$ cat src/rtl/itoa_pkg.sv
`timescale 1ns / 1ps

package itoa_pkg;

   localparam int unsigned VALUE_W  = 64;
   localparam int unsigned NUM_DIG  = 20;
   localparam int unsigned DIGITS_W = NUM_DIG * 4;
   localparam int unsigned STEP_W   = 3;

   localparam logic [6:0] CH_ZERO  = 7'h30;
   localparam logic [6:0] CH_A     = 7'h41;
   localparam logic [6:0] CH_MINUS = 7'h2D;
   localparam logic [3:0] DEC_TEN  = 4'd10;
   localparam logic [3:0] BCD_FIVE = 4'd5;
   localparam logic [3:0] BCD_ADJ  = 4'd3;
   localparam logic [4:0] HEX_DIGS = 5'd16;
   localparam logic [4:0] DEC_DIGS = 5'd20;
   localparam logic [5:0] LAST_BIT = 6'd63;

   typedef enum logic [2:0] {
      OP_WAIT   = 3'd0,
      OP_NOP    = 3'd1,
      OP_DABBLE = 3'd2,
      OP_SKIP   = 3'd3,
      OP_SIGN   = 3'd4,
      OP_EMIT   = 3'd5
   } op_type;

   typedef enum logic [2:0] {
      C_NEVER  = 3'd0,
      C_ALWAYS = 3'd1,
      C_IDLE   = 3'd2,
      C_HEX    = 3'd3,
      C_BITS   = 3'd4,
      C_LEAD0  = 3'd5,
      C_MORE   = 3'd6
   } cond_type;

   typedef struct packed {
      op_type             op;
      cond_type           cond;
      logic [STEP_W-1:0]  target;
   } ctl_word_type;

   typedef struct packed {
      logic start;
      logic hex;
      logic bits_left;
      logic lead_zero;
      logic more;
   } flags_type;

   localparam logic [STEP_W-1:0] ST_IDLE   = 3'd0;
   localparam logic [STEP_W-1:0] ST_DABBLE = 3'd2;
   localparam logic [STEP_W-1:0] ST_SKIP   = 3'd3;
   localparam logic [STEP_W-1:0] ST_EMIT   = 3'd5;

   function automatic ctl_word_type rom_word(input logic [STEP_W-1:0] step);
      ctl_word_type w;
      unique case (step)
         3'd0:    w = '{op: OP_WAIT,   cond: C_IDLE,   target: ST_IDLE};
         3'd1:    w = '{op: OP_NOP,    cond: C_HEX,    target: ST_SKIP};
         3'd2:    w = '{op: OP_DABBLE, cond: C_BITS,   target: ST_DABBLE};
         3'd3:    w = '{op: OP_SKIP,   cond: C_LEAD0,  target: ST_SKIP};
         3'd4:    w = '{op: OP_SIGN,   cond: C_NEVER,  target: ST_IDLE};
         3'd5:    w = '{op: OP_EMIT,   cond: C_MORE,   target: ST_EMIT};
         default: w = '{op: OP_NOP,    cond: C_ALWAYS, target: ST_IDLE};
      endcase
      return w;
   endfunction

endpackage

$ cat src/rtl/integer_to_ascii_formatter.sv
`timescale 1ns / 1ps

// Formats a 64-bit value as ASCII text, one character per rsp_strobe cycle, most
// significant first, with rsp_last and rsp_char_count on the final character. A
// request (req_value, req_mode) is taken when start is high and busy is low;
// busy stays high until the whole text has gone out. The receiver cannot stall:
// characters appear one per cycle with no gaps once emission begins. Decimal
// requests spend most of their time in the 64-step shift-and-add-3 binary-to-BCD
// loop of the microcode; hex requests bypass that loop and go straight to the
// leading-zero skip and the one-character-per-cycle emit loop.
module integer_to_ascii_formatter import itoa_pkg::*; (
   input  logic                clock,
   input  logic                reset,
   input  logic                start,
   output logic                busy,
   input  logic signed [63:0]  req_value,
   input  logic                req_mode,
   output logic                rsp_strobe,
   output logic [6:0]          rsp_ascii_char,
   output logic                rsp_last,
   output logic [4:0]          rsp_char_count
);

   ctl_word_type ctl;
   flags_type    flags;

   logic [DIGITS_W-1:0] digits_ff, digits_in;
   logic [VALUE_W-1:0]  shift_ff, shift_in;
   logic [5:0]          bits_ff, bits_in;
   logic [4:0]          ndig_ff, ndig_in;
   logic [4:0]          total_ff, total_in;
   logic                neg_ff, neg_in;
   logic                strobe_ff, strobe_in;
   logic [6:0]          char_ff, char_in;
   logic                last_ff, last_in;
   logic [4:0]          count_ff, count_in;

   logic [DIGITS_W-1:0] adjusted;
   logic [3:0]          top;
   logic [6:0]          top_char;
   logic [VALUE_W-1:0]  magnitude;
   logic                is_neg;

   itoa_seq u_seq (
      .clock (clock),
      .reset (reset),
      .flags (flags),
      .ctl   (ctl),
      .busy  (busy)
   );

   assign top          = digits_ff[DIGITS_W-1 -: 4];
   assign flags = '{
      start:     start,
      hex:       neg_ff ? 1'b0 : (ndig_ff == HEX_DIGS),
      bits_left: (bits_ff != '0),
      lead_zero: (top == '0) && (ndig_ff > 5'd1),
      more:      (ndig_ff > 5'd1)
   };

   assign is_neg    = !req_mode && req_value[VALUE_W-1];
   assign magnitude = is_neg ? (~req_value) + 64'd1 : req_value;
   assign top_char  = (top < DEC_TEN) ? CH_ZERO + {3'b000, top}
                                      : CH_A + {3'b000, top - DEC_TEN};

   always_comb begin
      for (int i = 0; i < NUM_DIG; i++) begin
         adjusted[i*4 +: 4] = (digits_ff[i*4 +: 4] >= BCD_FIVE)
                            ? digits_ff[i*4 +: 4] + BCD_ADJ : digits_ff[i*4 +: 4];
      end
   end

   always_comb begin
      digits_in = digits_ff;
      shift_in  = shift_ff;
      bits_in   = bits_ff;
      ndig_in   = ndig_ff;
      total_in  = total_ff;
      neg_in    = neg_ff;
      strobe_in = 1'b0;
      char_in   = char_ff;
      last_in   = 1'b0;
      count_in  = '0;
      unique case (ctl.op)
         OP_WAIT: begin
            if (start) begin
               neg_in  = is_neg;
               bits_in = LAST_BIT;
               if (req_mode) begin
                  digits_in = {req_value, 16'h0000};
                  ndig_in   = HEX_DIGS;
               end else begin
                  digits_in = '0;
                  shift_in  = magnitude;
                  ndig_in   = DEC_DIGS;
               end
            end
         end
         OP_DABBLE: begin
            digits_in = {adjusted[DIGITS_W-2:0], shift_ff[VALUE_W-1]};
            shift_in  = {shift_ff[VALUE_W-2:0], 1'b0};
            bits_in   = bits_ff - 6'd1;
         end
         OP_SKIP: begin
            if (flags.lead_zero) begin
               digits_in = {digits_ff[DIGITS_W-5:0], 4'h0};
               ndig_in   = ndig_ff - 5'd1;
            end
         end
         OP_SIGN: begin
            total_in  = ndig_ff + {4'b0000, neg_ff};
            strobe_in = neg_ff;
            char_in   = CH_MINUS;
         end
         OP_EMIT: begin
            strobe_in = 1'b1;
            char_in   = top_char;
            last_in   = !flags.more;
            count_in  = flags.more ? 5'd0 : total_ff;
            digits_in = {digits_ff[DIGITS_W-5:0], 4'h0};
            ndig_in   = ndig_ff - 5'd1;
         end
         default: begin
         end
      endcase
   end

   always_ff @(posedge clock) begin
      if (reset) begin
         strobe_ff <= 1'b0;
      end else begin
         strobe_ff <= strobe_in;
      end
   end

   always_ff @(posedge clock) begin
      digits_ff <= digits_in;
      shift_ff  <= shift_in;
      bits_ff   <= bits_in;
      ndig_ff   <= ndig_in;
      total_ff  <= total_in;
      neg_ff    <= neg_in;
      char_ff   <= char_in;
      last_ff   <= last_in;
      count_ff  <= count_in;
   end

   assign rsp_strobe     = strobe_ff;
   assign rsp_ascii_char = char_ff;
   assign rsp_last       = last_ff;
   assign rsp_char_count = count_ff;

`ifndef SYNTH
   a_count_zero: assert property (@(posedge clock) disable iff (reset)
      rsp_strobe && !rsp_last |-> rsp_char_count == 5'd0)
      else $error("char count set on a non-final character");
   a_count_range: assert property (@(posedge clock) disable iff (reset)
      rsp_strobe && rsp_last |-> rsp_char_count >= 5'd1 && rsp_char_count <= DEC_DIGS)
      else $error("char count out of range on final character");
   a_idle_quiet: assert property (@(posedge clock) disable iff (reset)
      !busy |=> !rsp_strobe)
      else $error("character strobed while idle");
   a_accept_busy: assert property (@(posedge clock) disable iff (reset)
      start && !busy |=> busy)
      else $error("busy not raised after request");
`endif

endmodule

$ cat src/rtl/itoa_seq.sv
`timescale 1ns / 1ps

module itoa_seq import itoa_pkg::*; (
   input  logic         clock,
   input  logic         reset,
   input  flags_type    flags,
   output ctl_word_type ctl,
   output logic         busy
);

   logic [STEP_W-1:0] step_ff, step_in;
   logic              taken;

   assign ctl  = rom_word(step_ff);
   assign busy = (step_ff != ST_IDLE);

   always_comb begin
      unique case (ctl.cond)
         C_NEVER:  taken = 1'b0;
         C_ALWAYS: taken = 1'b1;
         C_IDLE:   taken = !flags.start;
         C_HEX:    taken = flags.hex;
         C_BITS:   taken = flags.bits_left;
         C_LEAD0:  taken = flags.lead_zero;
         C_MORE:   taken = flags.more;
         default:  taken = 1'b1;
      endcase
      step_in = taken ? ctl.target : step_ff + 1'b1;
   end

   always_ff @(posedge clock) begin
      if (reset) begin
         step_ff <= ST_IDLE;
      end else begin
         step_ff <= step_in;
      end
   end

endmodule
$ cat config.mk
export PLATFORM = sky130hd
export DESIGN_NAME = integer_to_ascii_formatter
export DESIGN_NICKNAME = d
export VERILOG_FILES = /design/src/rtl/itoa_pkg.sv /design/src/rtl/integer_to_ascii_formatter.sv /design/src/rtl/itoa_seq.sv
export SDC_FILE = /design/constraint.sdc
export NUM_CORES = 1
export LEC_CHECK = 0
export ABC_AREA = 1
export BUFFER_PORTS_ARGS = -buffer_cell sky130_fd_sc_hd__buf_2
export CAP_MARGIN = 40
export CORE_MARGIN = 2
export CORE_UTILIZATION = 60
export CTS_CLUSTER_SIZE = 28
export DETAILED_ROUTE_END_ITERATION = 16
export PLACE_DENSITY_LB_ADDON = 0.2
export REMOVE_ABC_BUFFERS = 1
export SLEW_MARGIN = 20
export SYNTH_ARGS = -nofsm -noshare
export SYNTH_HDL_FRONTEND = slang
export SYNTH_SLANG_ARGS = --single-unit
$ cat constraint.sdc
create_clock -name clock -period 13.9 [get_ports clock]
set_clock_uncertainty 0.1 [all_clocks]
set_input_delay 0.695 -clock clock [delete_from_list [all_inputs] [get_ports clock]]
set_output_delay 0.695 -clock clock [all_outputs]
set_load 0.02 [all_outputs]
==> run_results.csv, run 1 <==
group,metric,value,unit
sta,rsz0062_at_grt,"no",
floorplan,pin_count,83,
clock_network,ctsHoldBuffers,0,
setup_path,critPathRequiredTime,13.94,ns
floorplan,dieArea,21400,um^2
power_and_ir_drop,p_seq_share,40.0,%
cells_and_area,nets,1702,
floorplan,die_height,146,um
clock_network,clockBufferDepth,2,
grt,grt_max_degree,90,
setup_path,slowest_delay,0.77,ns
sta,max_freq,0.278,GHz
sta,finalWorstSetupSlack,10.30,ns
route,wirelength,32900,um
clock_network,root_buffer,"clkbuf_16",
logic_synthesis,yosys.area.top_type_share,41.5,%
route,dr.pass1.iters,6,
setup_path,arrival,3.64,ns
logic_synthesis,syn_area,12200,um^2
power_and_ir_drop,p_switching,1.10,mW
sta,finalSetupTns,0,ns
sta,worst_slew_pin_slew,0.854,ns
floorplan,rows,52,
cells_and_area,final_cells,1860,
place,gp_congestion,0.957,
power_and_ir_drop,clkPwrFrac,18.9,%
logic_synthesis,synth_common_cells,"nand2_1 (419), edfxtp_1 (168), inv_1 (164)",
place,hpwlAfterDp,23800,um
route,route.detailed.drc,0,
setup_path,start_kind,"register",
place,placed_cells,1827,
logic_synthesis,yosysUniqueCellTypes,45,
power_and_ir_drop,p_per_area,192,nW/um^2
setup_path,worstSetupPathType,"register to register",
setup_path,critPathSlowestCell,"buf_4",
place,pre_cts_ws,10.27,ns
grt,grt_pass1_wl,51900,um
logic_synthesis,synth.avg_cell_area,8.04,um^2
sta,maxSlewViolCount,0,
floorplan,core,20000,um^2
floorplan,start_util,60.7,%
cells_and_area,fill_cells,1792,
logic_synthesis,yosysWarnings,0,
clock_network,cts_buffers,17,
sta,hold_viol,0,
logic_synthesis,async_flop_share,0,%
sta,timing.final.crit_share,25.9,%
grt,grt.met3_usage,5.44,%
logic_synthesis,synth_most_common_cell,"nand2_1",
logic_synthesis,ys_seq_area_share,43.1,%
route,ant_nets,0,
grt,grt_usage,30.6,%
logic_synthesis,yosysTopAreaCell,"edfxtp_1",
cells_and_area,drive_above_1_share,10.8,%
run_status,outcome,"finished, final reports clean",
sta,relSlewSlack,43.1,%
setup_path,path_common_cell,"ha_1",
route,via_per_inst,5.82,
power_and_ir_drop,p_sw_share,42.9,%
clock_network,cts_tree,"yes",
logic_synthesis,ys.flop_type,"edfxtp_1",
power_and_ir_drop,internal_power,1.46,mW
clock_network,cts_resized,0,
grt,grt_use_met2,47.5,%
cells_and_area,syn_to_final_growth,9.76,%
route,wire_per_inst,17.7,um
cells_and_area,final_area,13300,um^2
grt,gr-total-overflow,0,
logic_synthesis,synth_edf_count,168,
grt,gr-max-usage-layer,"met2",
logic_synthesis,synth_area_leaders,"edfxtp_1 (41%), nand2_1 (13%), ha_1 (5.9%), o21ai_0 (5.7%), inv_1 (5.1%)",
grt,grt_pass1_vias,10100,
grt,antenna_found_initial,1,
power_and_ir_drop,vdd_ir_drop_max,0.103,mV
clock_network,h-tree-depth,4,
clock_network,clock_latency,0.44,ns
setup_path,path_cells,"ha_1 -> ha_1 -> inv_1 -> a21oi_2 -> nand2_4 -> clkinv_2 -> buf_4 -> o21ai_0",
grt,grtUsageMet1,43.9,%
place,placed_area,12700,um^2
clock_network,cts_sinks,178,
min_path,hold_class,"register to register",
floorplan,die_x,146,um
logic_synthesis,synth_cells,1512,
route,drt_iter0_markers,1210,
cells_and_area,n_antenna_cell,0,
clock_network,path_clk_slew,0.08,ns
route,vias,10800,
clock_network,cts_setup_buffers,0,
sta,setup_viol,0,
power_and_ir_drop,leakage,5.63,nW
setup_path,end_kind,"register",
power_and_ir_drop,comb_power_share,41.1,%
run,maxCapViolations,0,
sta,layout_min_cycle_time,3.60,ns
place,io_buffers,82,
setup_path,cp_max_fo,89,
logic_synthesis,ys_ff_latch,178,
-- cells by family after synthesis --
| group | share of synthesized area [%] |
|---|---|
| flip-flops | 43.1 |
| AND/OR/NAND/NOR | 24.3 |
| buffers and inverters | 7.38 |
| XOR/XNOR | 3.39 |
| adder cells (fa/ha/maj) | 5.86 |
| AO/OA/AOI/OAI | 15.9 |
-- routing by layer --
metal  vias to the layer above  part of all wire [%]
met4                         2                   2.5
met2                       468                    45
met5                         -                 0.058
met1                      5020                    44
li1                       5259                     -
met3                        72                   8.5
-- cell usage in the layout (no fill, tap or decap), types with 2 or more instances in the layout --
master,n
xnor2_1,14
clkbuf_8,2
o22ai_1,5
o21ai_1,2
nand2_4,3
a32o_1,3
buf_2,82
a21oi_1,57
or2_2,4
nand3_1,89
nand4_1,20
o32ai_1,4
o21ai_0,139
clkinv_4,4
xor2_1,33
buf_4,7
ha_1,57
or2_0,2
o21ai_2,2
o211ai_2,30
clkinv_8,3
inv_2,3
nand2_2,2
inv_8,4
inv_1,164
clkbuf_16,17
nor2_1,161
dfxtp_1,10
nor3_1,3
o211ai_1,42
nand3b_1,10
nand2_1,419
edfxtp_1,168
o21bai_1,5
o2bb2ai_1,2
-- layout make-up --
class | count | area, um^2 | area share (%)
clock buffers | 19 | 453 | 3.39
clock inverters | 13 | 145 | 1.09
multi-input cells | 1122 | 6050 | 45.3
well taps | 270 | 338 | 2.53
repair buffers | 90 | 483 | 3.62
inverters | 168 | 632 | 4.73
flip-flops and latches | 178 | 5250 | 39.3
-- metrics by stage --
step | power, mW | utilization (%) | hold slack [ns]
final | 2.56 | 66.6 | 0.370
after global routing | 2.74 | 66.6 | 0.369
after CTS | 2.55 | 66.5 | 0.360
after detailed placement | 2.06 | 63.5 | 0.355
after global placement | 2.03 | 63.5 | 0.345
after floorplan | 1.79 | - | 0.339
-- state kept, by name, indices dropped and copies added, names as in the netlist, 3 cells and up --
signal / flops
shift_ff: 64
ndig_ff: 5
bits_ff: 6
u_seq.step_ff: 3
rsp_char_count: 5
digits_ff: 80
total_ff: 5
rsp_ascii_char: 7
-- final timing paths --
kind	from	end	slack [ns]	cells past startpoint
max	u_seq.step_ff[1]	shift_ff[18]	10.30	8
min	total_ff[2]	rsp_char_count[2]	0.37	2
max reg2reg	u_seq.step_ff[1]	shift_ff[18]	10.30	8
min reg2reg	total_ff[2]	rsp_char_count[2]	0.37	2
-- power groups by stage --
stage          sequential, mW  combinational (mW)  clock (mW)
2_1_floorplan            1.03               0.760           0
4_1_cts                  1.02                1.04       0.488
3_3_place_gp             1.03                1.00           0
3_5_place_dp             1.03                1.03           0
5_1_grt                  1.05                1.19       0.506
6_report                 1.02                1.05       0.484
-- worst max-delay path, delay by kind of cell, from the launching register on --
kind	cells	cell delay, ns
and+or+nand+nor	1	0.30
AOI/OAI and AO/OA	2	0.51
buffers and inverters	3	1.44
adders and majority gates	2	0.45
DFF	1	0.45
Note: power is estimated with default switching activity, not from simulation.
==> run 2: changes to the inputs <==
--- a/config.mk
+++ b/config.mk
@@ -5,11 +5,11 @@
 export SDC_FILE = /design/constraint.sdc
 export NUM_CORES = 1
 export LEC_CHECK = 0
-export ABC_AREA = 1
+export ABC_AREA = 0
 export BUFFER_PORTS_ARGS = -buffer_cell sky130_fd_sc_hd__buf_2
 export CAP_MARGIN = 40
 export CORE_MARGIN = 2
-export CORE_UTILIZATION = 60
+export CORE_UTILIZATION = 55
 export CTS_CLUSTER_SIZE = 28
 export DETAILED_ROUTE_END_ITERATION = 16
 export PLACE_DENSITY_LB_ADDON = 0.2
==> constraint.sdc (replaced) <==
create_clock -name clock -period 2.95 [get_ports clock]
set_clock_uncertainty 0.1 [all_clocks]
set_input_delay 0.1475 -clock clock [delete_from_list [all_inputs] [get_ports clock]]
set_output_delay 0.1475 -clock clock [all_outputs]
set_load 0.02 [all_outputs]
==> run 2 against run 1 <==
Net effect: die area increased by 0.38%; synthesized cell count decreased by 23%; largest cell class unchanged; count of clock-buffer cells in the layout decreased by 1; sequential power increased to 5.1 times the previous value; final area decreased by 2.8%; sequential share of layout area increased by 1.1 points; critical path depth increased by 1; hold slack got worse by 0.36 ns; sequential cell count unchanged.
==> run_results.csv, run 2 <==
group,metric,value,unit
run_status,outcome,"finished, final reports clean",
sta,layout_min_cycle_time,2.93,ns
min_path,worstHoldPathCells,2,
logic_synthesis,synth_common_cells,"edfxtp_1 (168), nor2_1 (167), a21oi_1 (131)",
sta,setup_viol,0,
floorplan,pin_count,83,
sta,finalSetupTns,0,ns
logic_synthesis,synth_edf_count,168,
logic_synthesis,async_flop_share,0,%
grt,gr-total-overflow,0,
power_and_ir_drop,comb_power_share,43.9,%
floorplan,start_util,55.7,%
power_and_ir_drop,internal_power,7.84,mW
cells_and_area,mostFrequentLayoutCell,"edfxtp_1",
place,placed_cells,1503,
logic_synthesis,ys.flop_type,"edfxtp_1",
setup_path,end_kind,"register",
route,drt_iter0_markers,844,
setup_path,r2r_end,"digits_ff[74]",
power_and_ir_drop,vdd_ir_drop_max,0.518,mV
cells_and_area,final_cell_mix,"edfxtp_1 (168), nor2_1 (167), a21oi_1 (130)",
place,pre_cts_ws,0.133,ns
logic_synthesis,synth_most_common_cell,"edfxtp_1",
sta,max_freq,0.342,GHz
place,gp_congestion,0.849,
cells_and_area,fill_cells,1648,
cells_and_area,multi_input_area,5570,um^2
logic_synthesis,yosysTopAreaCell,"edfxtp_1",
route,via_per_inst,5.97,
sta,worst_slew_pin_slew,0.761,ns
floorplan,core,20100,um^2
cells_and_area,n_antenna_cell,0,
min_path,hold_end,"digits_ff[22]",
setup_path,arrival,3.00,ns
floorplan,die_height,147,um
setup_path,rrSetupSlack,0.33,ns
cells_and_area,top_register,"digits_ff",
grt,grt_pass1_vias,9038,
logic_synthesis,synth_area_leaders,"edfxtp_1 (45%), ha_1 (6.4%), a21oi_1 (5.9%), a221o_1 (5.7%), nor2_1 (5.6%)",
cells_and_area,nets,1405,
power_and_ir_drop,p_sw_share,40.3,%
clock_network,cts_sinks,178,
route,ant_nets,0,
floorplan,rows,52,
floorplan,die_x,147,um
route,route.detailed.drc,0,
sta,maxSlewViolCount,0,
route,wire_per_inst,17.1,um
power_and_ir_drop,leakage,4.79,nW
setup_path,start_kind,"input pin",
setup_path,r2r_cells,8,
clock_network,cts_tree,"yes",
logic_synthesis,ys_seq_area_share,46.9,%
clock_network,root_buffer,"clkbuf_16",
cells_and_area,final_util,64.6,%
min_path,hold_start,"req_value[6]",
cells_and_area,drive_above_1_share,13.4,%
grt,grt_usage,25.0,%
clock_network,h-tree-depth,4,
clock_network,clockBufferDepth,2,
grt,grt_max_degree,74,
grt,antenna_found_initial,0,
logic_synthesis,synth_cells,1171,
power_and_ir_drop,p_per_area,1010,nW/um^2
logic_synthesis,syn_area,11200,um^2
clock_network,path_clk_slew,0.07,ns
floorplan,dieArea,21500,um^2
run,maxCapViolations,0,
logic_synthesis,yosysWarnings,0,
setup_path,r2r-start,"u_seq.step_ff[1]",
logic_synthesis,yosysUniqueCellTypes,51,
place,io_buffers,82,
cells_and_area,regArea,5250,um^2
route,wirelength,26700,um
logic_synthesis,synth.avg_cell_area,9.56,um^2
sta,relSlewSlack,49.2,%
setup_path,critPathRequiredTime,3.03,ns
power_and_ir_drop,p_seq_share,39.5,%
place,hpwlAfterDp,17800,um
logic_synthesis,yosys.area.top_type_share,45.1,%
cells_and_area,final_cells,1563,
power_and_ir_drop,p_switching,5.30,mW
sta,finalWorstSetupSlack,0.0237,ns
cells_and_area,syn_to_final_growth,16.0,%
setup_path,crit_start,"req_value[12]",
setup_path,worstSetupPathType,"input pin to register",
logic_synthesis,ys_ff_latch,178,
grt,grt_pass1_wl,43900,um
clock_network,clock_latency,0.43,ns
sta,hold_viol,0,
route,vias,9338,
power_and_ir_drop,clkPwrFrac,16.6,%
cells_and_area,largest_reg_flops,80,
power_and_ir_drop,finalPower,13.1,mW
sta,timing.final.crit_share,99.2,%
clock_network,cts_buffers,17,
min_path,hold_class,"input pin to register",
setup_path,cp_max_fo,7,
sta,rsz0062_at_grt,"yes",
route,dr.pass1.iters,5,
[run 2: cell families (layout without fill, tap and decap cells)]
family,after synthesis,in the layout,synth area share [%]
DFF,178,178,46.9
AOI/OAI and AO/OA,317,317,18.1
muxes,5,5,0.458
adders and majority gates,57,57,6.37
buffers and inverters,115,237,3.94
xor gates and xnor gates,90,90,7.04
and+or+nand+nor,409,409,17.2
[run 2: worst max-delay path, stage by stage]
cell           delay [ns]
dlygate4sd3_1        0.53
buf_2                0.15
or4_1                0.60
or4b_4               0.59
nor4_1               0.44
buf_4                0.20
a31oi_1              0.10
xnor2_1              0.18
a21oi_1              0.08
[run 2: cell type report]
type,count,share of cell area [%]
Tap cell,270,2.60
Multi-Input combinational cell,878,42.9
Inverter,61,1.76
Timing Repair Buffer,144,8.05
Clock inverter,14,0.771
Sequential cell,178,40.4
Clock buffer,18,3.47
[run 2: routing by layer]
metal	vias to the layer above	wire length, um	share of wire, %	GRT usage (%)
met5	-	0	0	0
met3	45	1410	5.3	4.00
met2	302	12700	47	41.5
li1	4509	-	-	-
met4	0	452	1.7	7.67
met1	4482	12200	46	33.8
[run 2: worst max-delay path by stage]
stage	endpoint	slack [ns]	cells past startpoint
after floorplan	shift_ff[0]	-4.04	5
after global placement	shift_ff[48]	0.12	8
after detailed placement	shift_ff[54]	0.13	7
after CTS	shift_ff[54]	0.04	8
after global routing	shift_ff[39]	-0.06	10
final	shift_ff[48]	0.02	9
[run 2: stage by stage]
stage	hold WS, ns	instance area (um^2)
floorplan	0.120	11000
global placement	0.305	12100
detailed placement	0.302	12100
CTS	0.00249	12900
global route	0.00536	13000
finish	0.0123	13000
[run 2: power groups by stage]
stage	sequential (mW)	clock [mW]	combinational [mW]
final	5.19	2.17	5.77
after global routing	5.32	2.30	6.50
after CTS	5.17	2.20	5.78
after detailed placement	5.21	0	5.71
after global placement	5.19	0	5.54
after floorplan	4.94	0	4.01
[run 2: timing repair]
action	4_1_cts	5_1_grt
buffers inserted	0	4
hold endpoints to repair	25	0
gates resized for setup	0	8
hold buffers	23	0
endpoints found under the setup margin	0	24
